===== config.mk =====
export PLATFORM = sky130hd
export DESIGN_NAME = detection_head_cell_decoder
export DESIGN_NICKNAME = d
export VERILOG_FILES = /design/src/rtl/dhcd_pkg.sv /design/src/rtl/detection_head_cell_decoder.sv /design/src/rtl/dhcd_ram.sv /design/src/rtl/dhcd_div.sv
export VERILOG_INCLUDE_DIRS = /design/src /design/src/rtl
export SDC_FILE = /design/constraint.sdc
export NUM_CORES = 2
export LEC_CHECK = 0
export ABC_CLOCK_PERIOD_IN_PS = 12100
export BUFFER_PORTS_ARGS = -buffer_cell sky130_fd_sc_hd__buf_2
export CAP_MARGIN = 10
export CORE_MARGIN = 5
export CORE_UTILIZATION = 59
export DETAILED_ROUTE_END_ITERATION = 6
export PLACE_DENSITY_LB_ADDON = 0.3
export SLEW_MARGIN = 20
export SYNTH_ARGS = -nofsm -noshare
export SYNTH_HDL_FRONTEND = slang
export SYNTH_SLANG_ARGS = --single-unit

===== constraint.sdc =====
create_clock -name aclk -period 12.1 [get_ports aclk]
set_input_delay 2.42 -clock aclk [delete_from_list [all_inputs] [get_ports aclk]]
set_output_delay 2.42 -clock aclk [all_outputs]
set_load 0.02 [all_outputs]

===== src/rtl/detection_head_cell_decoder_macros.svh =====
// Assertion macros shared by the decoder RTL.
// Define ASSERT_OFF to compile every check away.
`ifndef DETECTION_HEAD_CELL_DECODER_MACROS_SVH
`define DETECTION_HEAD_CELL_DECODER_MACROS_SVH

`ifndef ASSERT_OFF

// Check that prop holds at every rising clock edge outside reset.
`define DHCD_ASSERT(name, clk, rstn, prop) \
    name: assert property (@(posedge clk) disable iff (!rstn) prop) \
        else $error("dhcd assertion failed");

// Check that cond is never true outside reset.
`define DHCD_ASSERT_NEVER(name, clk, rstn, cond) \
    name: assert property (@(posedge clk) disable iff (!rstn) !(cond)) \
        else $error("dhcd forbidden condition");

`else

`define DHCD_ASSERT(name, clk, rstn, prop)
`define DHCD_ASSERT_NEVER(name, clk, rstn, cond)

`endif

`endif


===== src/rtl/dhcd_pkg.sv =====
`timescale 1ns / 1ps

package dhcd_pkg;

    localparam int BINS        = 16;
    localparam int BIN_AW      = $clog2(BINS);
    localparam int MAX_GRID    = 64;
    localparam int MAX_CLASSES = 16;

    localparam int NUM_W = 33;
    localparam int DEN_W = 21;
    localparam int QUO_W = 17;

    localparam logic [1:0] ACT_FRAME = 2'd0;
    localparam logic [1:0] ACT_STAGE = 2'd1;
    localparam logic [1:0] ACT_DATA  = 2'd2;

    localparam logic [2:0] CFG_MODE      = 3'd0;
    localparam logic [2:0] CFG_CLASSES   = 3'd1;
    localparam logic [2:0] CFG_THRESHOLD = 3'd2;
    localparam logic [2:0] CFG_MAX_CAND  = 3'd3;
    localparam logic [2:0] CFG_IMAGE     = 3'd4;

    typedef enum logic [11:0] {
        ST_IDLE  = 12'b0000_0000_0001,
        ST_WMAX  = 12'b0000_0000_0010,
        ST_WSUM  = 12'b0000_0000_0100,
        ST_WDIV  = 12'b0000_0000_1000,
        ST_WDIVW = 12'b0000_0001_0000,
        ST_FIN   = 12'b0000_0010_0000,
        ST_SIG   = 12'b0000_0100_0000,
        ST_SIGW  = 12'b0000_1000_0000,
        ST_EDGE  = 12'b0001_0000_0000,
        ST_EDGEW = 12'b0010_0000_0000,
        ST_CHK   = 12'b0100_0000_0000,
        ST_EMIT  = 12'b1000_0000_0000
    } state_t;

    typedef struct packed {
        logic             start;
        logic [NUM_W-1:0] num;
        logic [DEN_W-1:0] den;
    } div_req_t;

    typedef struct packed {
        logic             busy;
        logic             done;
        logic [QUO_W-1:0] quo;
    } div_rsp_t;

    // exp(-i), Q0.16
    function automatic logic [16:0] exp_int(input logic [3:0] i);
        case (i)
            4'd0:    return 17'd65536;
            4'd1:    return 17'd24109;
            4'd2:    return 17'd8869;
            4'd3:    return 17'd3263;
            4'd4:    return 17'd1200;
            4'd5:    return 17'd442;
            4'd6:    return 17'd162;
            4'd7:    return 17'd60;
            4'd8:    return 17'd22;
            4'd9:    return 17'd8;
            4'd10:   return 17'd3;
            4'd11:   return 17'd1;
            default: return 17'd0;
        endcase
    endfunction

    // exp(-f/16), Q0.16
    function automatic logic [16:0] exp_frac(input logic [3:0] f);
        case (f)
            4'd0:    return 17'd65536;
            4'd1:    return 17'd61565;
            4'd2:    return 17'd57835;
            4'd3:    return 17'd54331;
            4'd4:    return 17'd51039;
            4'd5:    return 17'd47947;
            4'd6:    return 17'd45042;
            4'd7:    return 17'd42313;
            4'd8:    return 17'd39750;
            4'd9:    return 17'd37341;
            4'd10:   return 17'd35079;
            4'd11:   return 17'd32954;
            4'd12:   return 17'd30957;
            4'd13:   return 17'd29081;
            4'd14:   return 17'd27319;
            default: return 17'd25664;
        endcase
    endfunction

    // exp(-t/16) in Q0.16, zero once the integer part reaches 12
    function automatic logic [16:0] exp_neg(input logic [11:0] t);
        logic [33:0] p;
        p = {17'd0, exp_int(t[7:4])} * {17'd0, exp_frac(t[3:0])};
        if (t[11:4] >= 8'd12) begin
            return 17'd0;
        end
        return p[32:16];
    endfunction

endpackage


===== src/rtl/detection_head_cell_decoder.sv =====
`timescale 1ns / 1ps
`include "detection_head_cell_decoder_macros.svh"

// Detection head cell decoder. Takes a quantized detector head one signed
// byte per item, cell by cell in raster order: class scores first, then the
// box bytes (sixteen bins per side in distribution mode, one value per side
// in direct mode, sides ordered left, top, right, bottom). Actions 0 and 1
// latch the stage settings carried on the item (action 0 also restarts the
// frame's candidate count). A cell that passes the raw threshold, the
// sigmoid threshold, the candidate cap and the empty-box check yields one
// result item on its last byte: class, Q0.16 confidence and a Q1.15 box
// clamped to [0,1]. The block takes one item at a time. The last bin of a
// side starts a walk through the 16-entry bin memory (one read port): a
// pass for the maximum, a pass for the weighted sums, then the divider.
// The end of a passing cell runs the shared divider once for the sigmoid
// and up to four times for edge normalization. The result waits in an
// output register, so input flows on while it is unclaimed, unless another
// result is ready. No clearing pass after reset.
module detection_head_cell_decoder (
    input  logic               aclk,
    input  logic               aresetn,
    // configuration writes
    input  logic               cfg_we,
    input  logic [2:0]         cfg_index,
    input  logic [15:0]        cfg_wdata,
    // input items
    input  logic               s_valid,
    output logic               s_ready,
    input  logic [1:0]         s_action,
    input  logic signed [7:0]  s_data_byte,
    input  logic [6:0]         s_grid_size,
    input  logic [2:0]         s_stride_shift,
    input  logic signed [4:0]  s_score_exponent,
    input  logic signed [4:0]  s_box_exponent,
    input  logic signed [7:0]  s_quantized_threshold,
    // result items
    output logic               m_valid,
    input  logic               m_ready,
    output logic [3:0]         m_class_index,
    output logic [15:0]        m_confidence,
    output logic [15:0]        m_left_edge,
    output logic [15:0]        m_top_edge,
    output logic [15:0]        m_right_edge,
    output logic [15:0]        m_bottom_edge
);

    // ---------------------------------------------------------------
    // Registers
    // ---------------------------------------------------------------
    dhcd_pkg::state_t state_reg, state_next;

    // configuration
    logic        mode_reg;
    logic [4:0]  ccount_reg;
    logic [15:0] sthr_reg;
    logic [10:0] maxc_reg;
    logic [10:0] img_reg;

    // stage settings
    logic [6:0]         grid_reg,  grid_next;
    logic [2:0]         shift_reg, shift_next;
    logic signed [4:0]  sexp_reg,  sexp_next;
    logic signed [4:0]  bexp_reg,  bexp_next;
    logic signed [7:0]  qthr_reg,  qthr_next;

    // cell position and class tracking
    logic [5:0]         col_reg,  col_next;
    logic [5:0]         row_reg,  row_next;
    logic [6:0]         byte_reg, byte_next;
    logic [3:0]         bcls_reg, bcls_next;
    logic signed [7:0]  best_reg, best_next;
    logic [10:0]        cand_reg, cand_next;
    logic signed [19:0] dist_reg [4];
    logic signed [19:0] dist_next [4];

    // bin walk
    logic [1:0]         side_reg, side_next;
    logic               last_reg, last_next;
    logic [4:0]         cnt_reg,  cnt_next;
    logic               rdv_reg,  rdv_next;
    logic [3:0]         ridx_reg, ridx_next;
    logic signed [7:0]  mx_reg,   mx_next;
    logic               wv_reg,   wv_next;
    logic [3:0]         widx_reg, widx_next;
    logic [16:0]        w_reg,    w_next;
    logic [20:0]        sw_reg,   sw_next;
    logic [24:0]        siw_reg,  siw_next;

    // cell finish
    logic [16:0]        e_reg,    e_next;
    logic               xneg_reg, xneg_next;
    logic [15:0]        conf_reg, conf_next;
    logic [1:0]         k_reg,    k_next;
    logic [15:0]        edge_reg [4];
    logic [15:0]        edge_next [4];

    // result register
    logic               m_valid_reg, m_valid_next;
    logic [3:0]         o_cls_reg,   o_cls_next;
    logic [15:0]        o_conf_reg,  o_conf_next;
    logic [15:0]        o_l_reg,     o_l_next;
    logic [15:0]        o_t_reg,     o_t_next;
    logic [15:0]        o_r_reg,     o_r_next;
    logic [15:0]        o_b_reg,     o_b_next;

    // ---------------------------------------------------------------
    // Bin memory and shared divider
    // ---------------------------------------------------------------
    logic                        ram_we;
    logic [dhcd_pkg::BIN_AW-1:0] ram_waddr;
    logic [7:0]                  ram_rdata;
    dhcd_pkg::div_req_t          div_req;
    dhcd_pkg::div_rsp_t          div_rsp;

    dhcd_ram #(
        .WIDTH (8),
        .DEPTH (dhcd_pkg::BINS)
    ) u_bins (
        .aclk  (aclk),
        .we    (ram_we),
        .waddr (ram_waddr),
        .wdata (s_data_byte),
        .raddr (cnt_reg[dhcd_pkg::BIN_AW-1:0]),
        .rdata (ram_rdata)
    );

    dhcd_div u_div (
        .aclk    (aclk),
        .aresetn (aresetn),
        .req     (div_req),
        .rsp     (div_rsp)
    );

    // ---------------------------------------------------------------
    // Byte decode
    // ---------------------------------------------------------------
    logic        acc;
    logic [4:0]  nc;
    logic [6:0]  cell_len;
    logic [6:0]  bpos;
    logic [10:0] img_eff;
    logic        issue;
    logic        out_load;

    assign s_ready  = (state_reg == dhcd_pkg::ST_IDLE);
    assign acc      = s_valid && s_ready;
    assign img_eff  = (img_reg == 11'd0) ? 11'd1 : img_reg;
    assign issue    = ((state_reg == dhcd_pkg::ST_WMAX) || (state_reg == dhcd_pkg::ST_WSUM))
                      && !cnt_reg[4];
    assign out_load = (state_reg == dhcd_pkg::ST_EMIT) && (!m_valid_reg || m_ready);

    always_comb begin
        if (ccount_reg == 5'd0) begin
            nc = 5'd1;
        end else if (ccount_reg > 5'(dhcd_pkg::MAX_CLASSES)) begin
            nc = 5'(dhcd_pkg::MAX_CLASSES);
        end else begin
            nc = ccount_reg;
        end
        cell_len = {2'b0, nc} + (mode_reg ? 7'd64 : 7'd4);
        bpos     = byte_reg - {2'b0, nc};
    end

    // direct-mode distance: raw * 2^(bexp+8), floored, saturated to 20 bits
    function automatic logic signed [19:0] direct_dist(input logic signed [7:0] v,
                                                       input logic signed [4:0] e);
        logic signed [5:0]  s;
        logic [5:0]         ns;
        logic signed [31:0] p;
        s  = {e[4], e} + 6'sd8;
        ns = 6'(-s);
        if (s >= 6'sd0) begin
            p = 32'(v) <<< s[4:0];
        end else begin
            p = 32'(v) >>> ns[3:0];
        end
        if (p > 32'sd524287) begin
            return 20'sd524287;
        end else if (p < -32'sd524288) begin
            return -20'sd524288;
        end
        return p[19:0];
    endfunction

    // ---------------------------------------------------------------
    // Datapath pieces for the walk and the cell finish
    // ---------------------------------------------------------------
    logic [16:0] wt;          // bin weight
    logic [11:0] xt;          // |logit| clamped
    logic        xn;          // logit negative
    logic signed [28:0] edge_v;
    logic        edge_le0;
    logic        edge_ge;

    always_comb begin
        logic signed [5:0]  s;
        logic [5:0]         ns;
        logic [7:0]         diff;
        logic [26:0]        dp;
        logic signed [27:0] xp;
        logic [6:0]         ctr;
        logic [3:0]         sa;
        logic [28:0]        center;
        logic signed [28:0] dsh;

        // weight of one bin: exp(-(max - raw) * 2^(bexp+4) / 16)
        s    = {bexp_reg[4], bexp_reg} + 6'sd4;
        ns   = 6'(-s);
        diff = 8'(mx_reg - $signed(ram_rdata));
        if (s >= 6'sd0) begin
            dp = {19'd0, diff} << s[4:0];
        end else begin
            dp = {19'd0, diff} >> ns[3:0];
        end
        wt = dhcd_pkg::exp_neg((dp > 27'd4095) ? 12'd4095 : dp[11:0]);

        // logit of the best score in Q.4, clamped to +-4095
        s  = {sexp_reg[4], sexp_reg} + 6'sd4;
        ns = 6'(-s);
        if (s >= 6'sd0) begin
            xp = 28'(best_reg) <<< s[4:0];
        end else begin
            xp = 28'(best_reg) >>> ns[3:0];
        end
        xn = xp[27];
        if (xp > 28'sd4095) begin
            xt = 12'd4095;
        end else if (xp < -28'sd4095) begin
            xt = 12'd4095;
        end else if (xn) begin
            xt = 12'(-xp);
        end else begin
            xt = xp[11:0];
        end

        // edge in pixels Q.8: center -+ distance * stride
        ctr      = k_reg[0] ? {row_reg, 1'b1} : {col_reg, 1'b1};
        sa       = 4'd7 + {1'b0, shift_reg};
        center   = {22'd0, ctr} << sa;
        dsh      = 29'(dist_reg[k_reg]) <<< shift_reg;
        edge_v   = k_reg[1] ? ($signed(center) + dsh) : ($signed(center) - dsh);
        edge_le0 = (edge_v <= 29'sd0);
        edge_ge  = (edge_v >= $signed({10'd0, img_eff, 8'd0}));
    end

    // ---------------------------------------------------------------
    // Control
    // ---------------------------------------------------------------
    always_comb begin
        logic adv_cell;
        logic [6:0] col_inc;
        logic [6:0] row_inc;

        state_next = state_reg;
        grid_next  = grid_reg;
        shift_next = shift_reg;
        sexp_next  = sexp_reg;
        bexp_next  = bexp_reg;
        qthr_next  = qthr_reg;
        col_next   = col_reg;
        row_next   = row_reg;
        byte_next  = byte_reg;
        bcls_next  = bcls_reg;
        best_next  = best_reg;
        cand_next  = cand_reg;
        for (int i = 0; i < 4; i++) begin
            dist_next[i] = dist_reg[i];
            edge_next[i] = edge_reg[i];
        end
        side_next  = side_reg;
        last_next  = last_reg;
        cnt_next   = issue ? cnt_reg + 5'd1 : cnt_reg;
        rdv_next   = issue;
        ridx_next  = cnt_reg[3:0];
        mx_next    = mx_reg;
        wv_next    = rdv_reg && (state_reg == dhcd_pkg::ST_WSUM);
        widx_next  = ridx_reg;
        w_next     = wt;
        sw_next    = sw_reg;
        siw_next   = siw_reg;
        e_next     = e_reg;
        xneg_next  = xneg_reg;
        conf_next  = conf_reg;
        k_next     = k_reg;
        ram_we     = 1'b0;
        ram_waddr  = bpos[3:0];
        div_req    = '0;
        adv_cell   = 1'b0;

        m_valid_next = m_valid_reg && !m_ready;
        o_cls_next   = o_cls_reg;
        o_conf_next  = o_conf_reg;
        o_l_next     = o_l_reg;
        o_t_next     = o_t_reg;
        o_r_next     = o_r_reg;
        o_b_next     = o_b_reg;

        case (state_reg)
            dhcd_pkg::ST_IDLE: begin
                if (acc) begin
                    case (s_action)
                        dhcd_pkg::ACT_FRAME, dhcd_pkg::ACT_STAGE: begin
                            if (s_action == dhcd_pkg::ACT_FRAME) begin
                                cand_next = '0;
                            end
                            if (s_grid_size == 7'd0) begin
                                grid_next = 7'd1;
                            end else if (s_grid_size > 7'(dhcd_pkg::MAX_GRID)) begin
                                grid_next = 7'(dhcd_pkg::MAX_GRID);
                            end else begin
                                grid_next = s_grid_size;
                            end
                            shift_next = s_stride_shift;
                            sexp_next  = s_score_exponent;
                            bexp_next  = s_box_exponent;
                            qthr_next  = s_quantized_threshold;
                            col_next   = '0;
                            row_next   = '0;
                            byte_next  = '0;
                            bcls_next  = '0;
                            best_next  = -8'sd128;
                        end
                        dhcd_pkg::ACT_DATA: begin
                            if (byte_reg >= cell_len) begin
                                // overrun after a register change: end the cell quietly
                                adv_cell = 1'b1;
                            end else begin
                                byte_next = byte_reg + 7'd1;
                                if (byte_reg < {2'b0, nc}) begin
                                    // first maximum wins
                                    if (byte_reg == 7'd0 || s_data_byte > best_reg) begin
                                        best_next = s_data_byte;
                                        bcls_next = byte_reg[3:0];
                                    end
                                end else if (mode_reg) begin
                                    ram_we    = 1'b1;
                                    side_next = bpos[5:4];
                                    last_next = (bpos == 7'd63);
                                    if (bpos[3:0] == 4'd15) begin
                                        cnt_next   = '0;
                                        state_next = dhcd_pkg::ST_WMAX;
                                    end
                                end else begin
                                    dist_next[bpos[1:0]] = direct_dist(s_data_byte, bexp_reg);
                                    if (bpos == 7'd3) begin
                                        state_next = dhcd_pkg::ST_FIN;
                                    end
                                end
                            end
                        end
                        default: ;
                    endcase
                end
            end

            dhcd_pkg::ST_WMAX: begin
                if (rdv_reg) begin
                    if (ridx_reg == 4'd0 || $signed(ram_rdata) > mx_reg) begin
                        mx_next = $signed(ram_rdata);
                    end
                    if (ridx_reg == 4'd15) begin
                        cnt_next   = '0;
                        sw_next    = '0;
                        siw_next   = '0;
                        state_next = dhcd_pkg::ST_WSUM;
                    end
                end
            end

            dhcd_pkg::ST_WSUM: begin
                if (wv_reg) begin
                    sw_next  = sw_reg + {4'd0, w_reg};
                    siw_next = siw_reg + {4'd0, {4'd0, widx_reg} * {4'd0, w_reg}};
                    if (widx_reg == 4'd15) begin
                        state_next = dhcd_pkg::ST_WDIV;
                    end
                end
            end

            dhcd_pkg::ST_WDIV: begin
                div_req.start = 1'b1;
                div_req.num   = {siw_reg, 8'd0};
                div_req.den   = sw_reg;
                state_next    = dhcd_pkg::ST_WDIVW;
            end

            dhcd_pkg::ST_WDIVW: begin
                if (div_rsp.done) begin
                    dist_next[side_reg] = 20'(div_rsp.quo);
                    state_next = last_reg ? dhcd_pkg::ST_FIN : dhcd_pkg::ST_IDLE;
                end
            end

            dhcd_pkg::ST_FIN: begin
                // drop on cap or raw threshold before any arithmetic
                if (cand_reg >= maxc_reg || best_reg < qthr_reg) begin
                    adv_cell   = 1'b1;
                    state_next = dhcd_pkg::ST_IDLE;
                end else begin
                    e_next     = dhcd_pkg::exp_neg(xt);
                    xneg_next  = xn;
                    state_next = dhcd_pkg::ST_SIG;
                end
            end

            dhcd_pkg::ST_SIG: begin
                div_req.start = 1'b1;
                div_req.num   = xneg_reg ? {e_reg, 16'd0} : {1'b1, 32'd0};
                div_req.den   = 21'd65536 + {4'd0, e_reg};
                state_next    = dhcd_pkg::ST_SIGW;
            end

            dhcd_pkg::ST_SIGW: begin
                if (div_rsp.done) begin
                    conf_next = div_rsp.quo[16] ? 16'hFFFF : div_rsp.quo[15:0];
                    if ((div_rsp.quo[16] ? 16'hFFFF : div_rsp.quo[15:0]) < sthr_reg) begin
                        adv_cell   = 1'b1;
                        state_next = dhcd_pkg::ST_IDLE;
                    end else begin
                        k_next     = '0;
                        state_next = dhcd_pkg::ST_EDGE;
                    end
                end
            end

            dhcd_pkg::ST_EDGE: begin
                if (edge_le0 || edge_ge) begin
                    edge_next[k_reg] = edge_le0 ? 16'd0 : 16'd32768;
                    k_next = k_reg + 2'd1;
                    if (k_reg == 2'd3) begin
                        state_next = dhcd_pkg::ST_CHK;
                    end
                end else begin
                    div_req.start = 1'b1;
                    div_req.num   = {7'd0, edge_v[18:0], 7'd0};
                    div_req.den   = {10'd0, img_eff};
                    state_next    = dhcd_pkg::ST_EDGEW;
                end
            end

            dhcd_pkg::ST_EDGEW: begin
                if (div_rsp.done) begin
                    edge_next[k_reg] = div_rsp.quo[15:0];
                    k_next     = k_reg + 2'd1;
                    state_next = (k_reg == 2'd3) ? dhcd_pkg::ST_CHK : dhcd_pkg::ST_EDGE;
                end
            end

            dhcd_pkg::ST_CHK: begin
                // empty boxes give no result
                if (edge_reg[2] <= edge_reg[0] || edge_reg[3] <= edge_reg[1]) begin
                    adv_cell   = 1'b1;
                    state_next = dhcd_pkg::ST_IDLE;
                end else begin
                    state_next = dhcd_pkg::ST_EMIT;
                end
            end

            dhcd_pkg::ST_EMIT: begin
                // hold until the result register is free
                if (out_load) begin
                    m_valid_next = 1'b1;
                    o_cls_next   = bcls_reg;
                    o_conf_next  = conf_reg;
                    o_l_next     = edge_reg[0];
                    o_t_next     = edge_reg[1];
                    o_r_next     = edge_reg[2];
                    o_b_next     = edge_reg[3];
                    cand_next    = cand_reg + 11'd1;
                    adv_cell     = 1'b1;
                    state_next   = dhcd_pkg::ST_IDLE;
                end
            end

            default: begin
                state_next = dhcd_pkg::ST_IDLE;
            end
        endcase

        // advance to the next cell in raster order, wrapping at the stage end
        col_inc = {1'b0, col_reg} + 7'd1;
        row_inc = {1'b0, row_reg} + 7'd1;
        if (adv_cell) begin
            byte_next = '0;
            bcls_next = '0;
            best_next = -8'sd128;
            if (col_inc >= grid_reg) begin
                col_next = '0;
                row_next = (row_inc >= grid_reg) ? 6'd0 : row_inc[5:0];
            end else begin
                col_next = col_inc[5:0];
            end
        end
    end

    always_ff @(posedge aclk) begin
        if (!aresetn) begin
            state_reg   <= dhcd_pkg::ST_IDLE;
            mode_reg    <= 1'b1;
            ccount_reg  <= 5'd5;
            sthr_reg    <= 16'd32768;
            maxc_reg    <= 11'd256;
            img_reg     <= 11'd224;
            grid_reg    <= '0;
            shift_reg   <= '0;
            sexp_reg    <= '0;
            bexp_reg    <= '0;
            qthr_reg    <= '0;
            col_reg     <= '0;
            row_reg     <= '0;
            byte_reg    <= '0;
            bcls_reg    <= '0;
            best_reg    <= -8'sd128;
            cand_reg    <= '0;
            for (int i = 0; i < 4; i++) begin
                dist_reg[i] <= '0;
            end
            cnt_reg     <= '0;
            rdv_reg     <= 1'b0;
            wv_reg      <= 1'b0;
            k_reg       <= '0;
            m_valid_reg <= 1'b0;
        end else begin
            if (cfg_we) begin
                case (cfg_index)
                    dhcd_pkg::CFG_MODE:      mode_reg   <= cfg_wdata[0];
                    dhcd_pkg::CFG_CLASSES:   ccount_reg <= cfg_wdata[4:0];
                    dhcd_pkg::CFG_THRESHOLD: sthr_reg   <= cfg_wdata;
                    dhcd_pkg::CFG_MAX_CAND:  maxc_reg   <= cfg_wdata[10:0];
                    dhcd_pkg::CFG_IMAGE:     img_reg    <= cfg_wdata[10:0];
                    default: ;
                endcase
            end
            state_reg   <= state_next;
            grid_reg    <= grid_next;
            shift_reg   <= shift_next;
            sexp_reg    <= sexp_next;
            bexp_reg    <= bexp_next;
            qthr_reg    <= qthr_next;
            col_reg     <= col_next;
            row_reg     <= row_next;
            byte_reg    <= byte_next;
            bcls_reg    <= bcls_next;
            best_reg    <= best_next;
            cand_reg    <= cand_next;
            for (int i = 0; i < 4; i++) begin
                dist_reg[i] <= dist_next[i];
                edge_reg[i] <= edge_next[i];
            end
            side_reg    <= side_next;
            last_reg    <= last_next;
            cnt_reg     <= cnt_next;
            rdv_reg     <= rdv_next;
            ridx_reg    <= ridx_next;
            mx_reg      <= mx_next;
            wv_reg      <= wv_next;
            widx_reg    <= widx_next;
            w_reg       <= w_next;
            sw_reg      <= sw_next;
            siw_reg     <= siw_next;
            e_reg       <= e_next;
            xneg_reg    <= xneg_next;
            conf_reg    <= conf_next;
            k_reg       <= k_next;
            m_valid_reg <= m_valid_next;
            o_cls_reg   <= o_cls_next;
            o_conf_reg  <= o_conf_next;
            o_l_reg     <= o_l_next;
            o_t_reg     <= o_t_next;
            o_r_reg     <= o_r_next;
            o_b_reg     <= o_b_next;
        end
    end

    assign m_valid       = m_valid_reg;
    assign m_class_index = o_cls_reg;
    assign m_confidence  = o_conf_reg;
    assign m_left_edge   = o_l_reg;
    assign m_top_edge    = o_t_reg;
    assign m_right_edge  = o_r_reg;
    assign m_bottom_edge = o_b_reg;

    // ---------------------------------------------------------------
    // Assertions
    // ---------------------------------------------------------------
    `DHCD_ASSERT(a_div_start_idle, aclk, aresetn, div_req.start |-> !div_rsp.busy)
    `DHCD_ASSERT(a_sum_has_max_bin, aclk, aresetn, (state_reg == dhcd_pkg::ST_WDIV) |-> (sw_reg >= 21'd65536))
    `DHCD_ASSERT(a_no_overwrite, aclk, aresetn, out_load |-> (!m_valid_reg || m_ready))
    `DHCD_ASSERT_NEVER(a_cell_bound, aclk, aresetn, byte_reg > 7'd80)

endmodule


===== src/rtl/dhcd_ram.sv =====
`timescale 1ns / 1ps

module dhcd_ram #(
    parameter int WIDTH = 8,
    parameter int DEPTH = 16,
    localparam int AW = $clog2(DEPTH)
) (
    input  logic             aclk,
    input  logic             we,
    input  logic [AW-1:0]    waddr,
    input  logic [WIDTH-1:0] wdata,
    input  logic [AW-1:0]    raddr,
    output logic [WIDTH-1:0] rdata
);

    logic [WIDTH-1:0] mem [DEPTH];

    always_ff @(posedge aclk) begin
        if (we) begin
            mem[waddr] <= wdata;
        end
        rdata <= mem[raddr];
    end

endmodule


===== src/rtl/dhcd_div.sv =====
`timescale 1ns / 1ps

// Restoring divider, one quotient bit per cycle, MSB first.
module dhcd_div (
    input  logic                aclk,
    input  logic                aresetn,
    input  dhcd_pkg::div_req_t  req,
    output dhcd_pkg::div_rsp_t  rsp
);

    localparam int DW = dhcd_pkg::DEN_W + dhcd_pkg::QUO_W - 1;

    logic [dhcd_pkg::NUM_W-1:0] rem_reg,  rem_next;
    logic [DW-1:0]              den_reg,  den_next;
    logic [dhcd_pkg::QUO_W-1:0] quo_reg,  quo_next;
    logic [4:0]                 cnt_reg,  cnt_next;
    logic                       done_reg, done_next;
    logic [DW:0]                diff;

    always_comb begin
        rem_next  = rem_reg;
        den_next  = den_reg;
        quo_next  = quo_reg;
        cnt_next  = cnt_reg;
        done_next = 1'b0;
        diff      = {1'b0, (DW)'(rem_reg)} - {1'b0, den_reg};
        if (req.start) begin
            rem_next = req.num;
            den_next = {req.den, (dhcd_pkg::QUO_W-1)'(0)};
            quo_next = '0;
            cnt_next = 5'(dhcd_pkg::QUO_W);
        end else if (cnt_reg != 5'd0) begin
            if (!diff[DW]) begin
                rem_next = diff[dhcd_pkg::NUM_W-1:0];
                quo_next = {quo_reg[dhcd_pkg::QUO_W-2:0], 1'b1};
            end else begin
                quo_next = {quo_reg[dhcd_pkg::QUO_W-2:0], 1'b0};
            end
            den_next  = den_reg >> 1;
            cnt_next  = cnt_reg - 5'd1;
            done_next = (cnt_reg == 5'd1);
        end
    end

    always_ff @(posedge aclk) begin
        if (!aresetn) begin
            cnt_reg  <= '0;
            done_reg <= 1'b0;
        end else begin
            cnt_reg  <= cnt_next;
            done_reg <= done_next;
            rem_reg  <= rem_next;
            den_reg  <= den_next;
            quo_reg  <= quo_next;
        end
    end

    assign rsp.busy = (cnt_reg != 5'd0);
    assign rsp.done = done_reg;
    assign rsp.quo  = quo_reg;

endmodule

==> results by group <==
Setup path
  • CP required: roughly 12 ns
  • CP Launch Type: register
  • Crit Path Max Fanout: 15
  • WS Path Type: register to register
  • Top cell by count, worst path: fa_1
  • Largest stage delay on the critical path: around 0.56 ns
  • Arr. time, crit path: roughly 12 ns
  • Critical path capture point type: register
  • Slowest CP cell: fa_1

Clock network
  • Hold-fix buffers at CTS: 0
  • Worst skew pair latency: 0.69 ns
  • Clock transition at the registers of the reported paths: 0.06 ns
  • Clk buf depth: 3
  • CTS Buf Count: 79
  • CTS tree: done
  • Clock sinks: 711
  • H-tree levels: 3
  • Clk root buf: clkbuf_16

Yosys
  • Dominant synthesized flop cell: edfxtp_1
  • Register bit total from synthesis: ~710
  • Syn nets: 7411
  • Syn. warnings: 0
  • Mean post-synth cell area: 9.44 um2
  • Cell area after synthesis: 60400 um2
  • Mapped Cells: 6396
  • Post-synth EDFFs: 479
  • Register area share after synthesis: between 30% and 40%
  • Async SR Flop Fraction: 0%
  • Post-synthesis cell type count: 96

Global route
  • Grt ovf: 0
  • Global-route usage over all layers: 30.6%
  • Initial antenna violation count: 8
  • Largest net degree at the start of global routing: 84
  • First-pass GRT wire length: 264000 um
  • Vias in the first global route: 47500

Die
  • Rows: approximately 120
  • Die H: 330 um
  • Starting Density: between 50% and 60%
  • IO Pins: approximately 150
  • Core Area: 102000 um2
  • Die area: 109000 um2
  • Die X: 330 um

Timing
  • Tcrit/Tclk final: 96.2%
  • Slew HR: 25.4%
  • Setup Viol. Count Final: 0
  • Fmax: 0.0859 GHz
  • Clk_skew: 0.0655 ns
  • Final setup margin: 0.460 ns
  • Fin. max-slew vios: 0
  • Fin crit period: 11.64 ns
  • Worst-margin pin slew: about 1.1 ns
  • Fin. Hold Viols: 0

Pwr
  • P_leak: 28.4 nW
  • PD cells: 128 nW/um2
  • Peak VDD IR: 0.000135 V

Place
  • Gpl congestion: 0.942
  • Area post-placement: 62800 um2
  • I/O Buffers: 147
  • Place WS: -0.303 ns
  • Dpl hpwl: 126000 um

Route
  • Via count: ~48000
  • WL per Instance: 21.1 um
  • Via density: 6.05
  • DRC: 0
  • Drt pass-1 iters: 6
  • Initial DRC Count: roughly 4400
  • Post-DRT Antenna Nets: 0
  • Final wirelength: about 170000 um

Flow run
  • Max_cap viols: 0

Final layout
  • Final Instance Area: 65700 um2
  • Most frequent cells in the layout: nor2_1 (807), inv_1 (741), nand2_1 (585)
  • Commonest non-fill, non-tap cell in the layout: nor2_1
  • Largest register FFs: 128
  • Share of layout cells above drive strength 1: 9.88%
  • Final net count: about 7500
  • Post-Route Utilization: between 60 and 70%
  • # fillers: about 8200
  • Area delta synth->final: 8.93%

Status
  • Status: complete, no violations

Hold path
  • Class of the worst hold path: register to register
synth_stat cells (11+ instances only):
master / n / area share [%]
nand2b_1: 67 / 0.69
a21boi_0: 18 / 0.22
o31ai_1: 19 / 0.24
mux4_2: 91 / 3.4
dfxtp_1: 232 / 7.7
a31oi_1: 45 / 0.47
buf_1: 29 / 0.18
o21ai_0: 188 / 1.6
nand3_1: 103 / 0.85
a21o_1: 85 / 1.1
a22oi_1: 62 / 0.77
xor2_1: 75 / 1.1
and3_1: 101 / 1.0
nand4b_1: 11 / 0.16
ha_1: 524 / 11
o22ai_1: 14 / 0.15
nor2b_1: 67 / 0.69
clkbuf_1: 232 / 1.4
nand3b_1: 12 / 0.15
nor3b_1: 20 / 0.25
o211ai_1: 36 / 0.45
edfxtp_1: 479 / 24
and2_1: 99 / 1.0
nand2_1: 585 / 3.6
nor3_1: 126 / 1.0
o21a_1: 44 / 0.55
inv_1: 741 / 4.6
nand4_1: 24 / 0.25
mux2i_1: 104 / 1.7
a22o_1: 17 / 0.25
or3_1: 37 / 0.38
a211o_1: 12 / 0.17
a21oi_1: 349 / 2.9
a221oi_1: 20 / 0.29
fa_1: 429 / 14
mux2_2: 25 / 0.47
a211oi_1: 84 / 1.0
o21bai_1: 16 / 0.20
or2_2: 47 / 0.49
xnor2_1: 110 / 1.6
nor2_1: 815 / 5.1
nor4_1: 28 / 0.29
cells by family after synthesis:
logic type               Yosys count  synth area share, %
AO/OA/AOI/OAI                   1118                 11.9
XOR/XNOR                         185                 2.68
adder cells (fa/ha/maj)          953                 25.1
buffers and inverters           1032                 6.60
flip-flops                       711                 31.5
multiplexers                     221                 5.61
other                              1              0.00621
AND/OR/NAND/NOR                 2175                 16.6
report_power, final:
part           leakage (nW)  internal [W]  total, W  switching (W)
logic                  20.8       0.00113   0.00297        0.00184
registers              6.25       0.00275   0.00289       0.000145
clock network          1.35       0.00145   0.00252        0.00107
stage by stage:
stage / std cells / total power [W] / hold slack [ns] / setup TNS, ns
2_1_floorplan: 6396 / 0.00498 / 0.400 / 0
5_1_grt: 7919 / 0.00891 / 0.425 / -0.0717
4_1_cts: 7912 / 0.00838 / 0.416 / 0
3_3_place_gp: 7762 / 0.00575 / 0.401 / -0.0674
3_5_place_dp: 7764 / 0.00583 / 0.405 / -0.645
6_report: 7921 / 0.00838 / 0.417 / 0
area by class of cell:
| cell class | count | area, um2 | area share, % |
|---|---|---|---|
| inverter | 747 | 2810 | 4.27 |
| timing repair buffer | 290 | 1820 | 2.77 |
| tap | 1368 | 1710 | 2.60 |
| antenna | 4 | 10.0 | 0.0152 |
| clock buffer | 106 | 2230 | 3.39 |
| clock inverter | 42 | 526 | 0.799 |
| multi-input combinational | 4653 | 37600 | 57.2 |
| sequential | 711 | 19000 | 28.9 |
worst max-delay path: cells and delay by family (launching register included):
kind                     cells  cell delay (ns)
AO/OA/AOI/OAI               15             3.56
XOR/XNOR                     1             0.15
adder cells (fa/ha/maj)     10             4.26
buffers and inverters        9             0.96
flip-flops                   1             0.37
multiplexers                 1             0.54
AND/OR/NAND/NOR              7             1.51
layer usage:
layer  vias up  share of wire, %  track usage (%)  wire length, um
met4         4               4.2             12.0             7040
met3       395               7.9             5.32            13200
met1     23400                41             41.1            68300
li1      22200                 -                -                -
met5         -             0.052            0.532               86
met2      1919                47             49.8            78200
worst paths after layout:
check | cells after the start | to | start | slack, ns
max | 43 | w_reg[12]$_SDFFCE_PP0P_ | mx_reg[0]$_DFFE_PP_ | 0.46
min | 0 | m_confidence[7]$_DFFE_PP_ | conf_reg[7]$_DFFE_PP_ | 0.42
max reg2reg | 43 | w_reg[12]$_SDFFCE_PP0P_ | mx_reg[0]$_DFFE_PP_ | 0.46
min reg2reg | 0 | m_confidence[7]$_DFFE_PP_ | conf_reg[7]$_DFFE_PP_ | 0.42
timing repair:
| item | in CTS | in global routing |
|---|---|---|
| buffers inserted | 0 | 5 |
| pin swaps | 0 | 3 |
| setup endpoints to repair | 6 | 16 |
| resized for setup | 7 | 16 |
No activity file was read; power rests on OpenSTA's default activity.
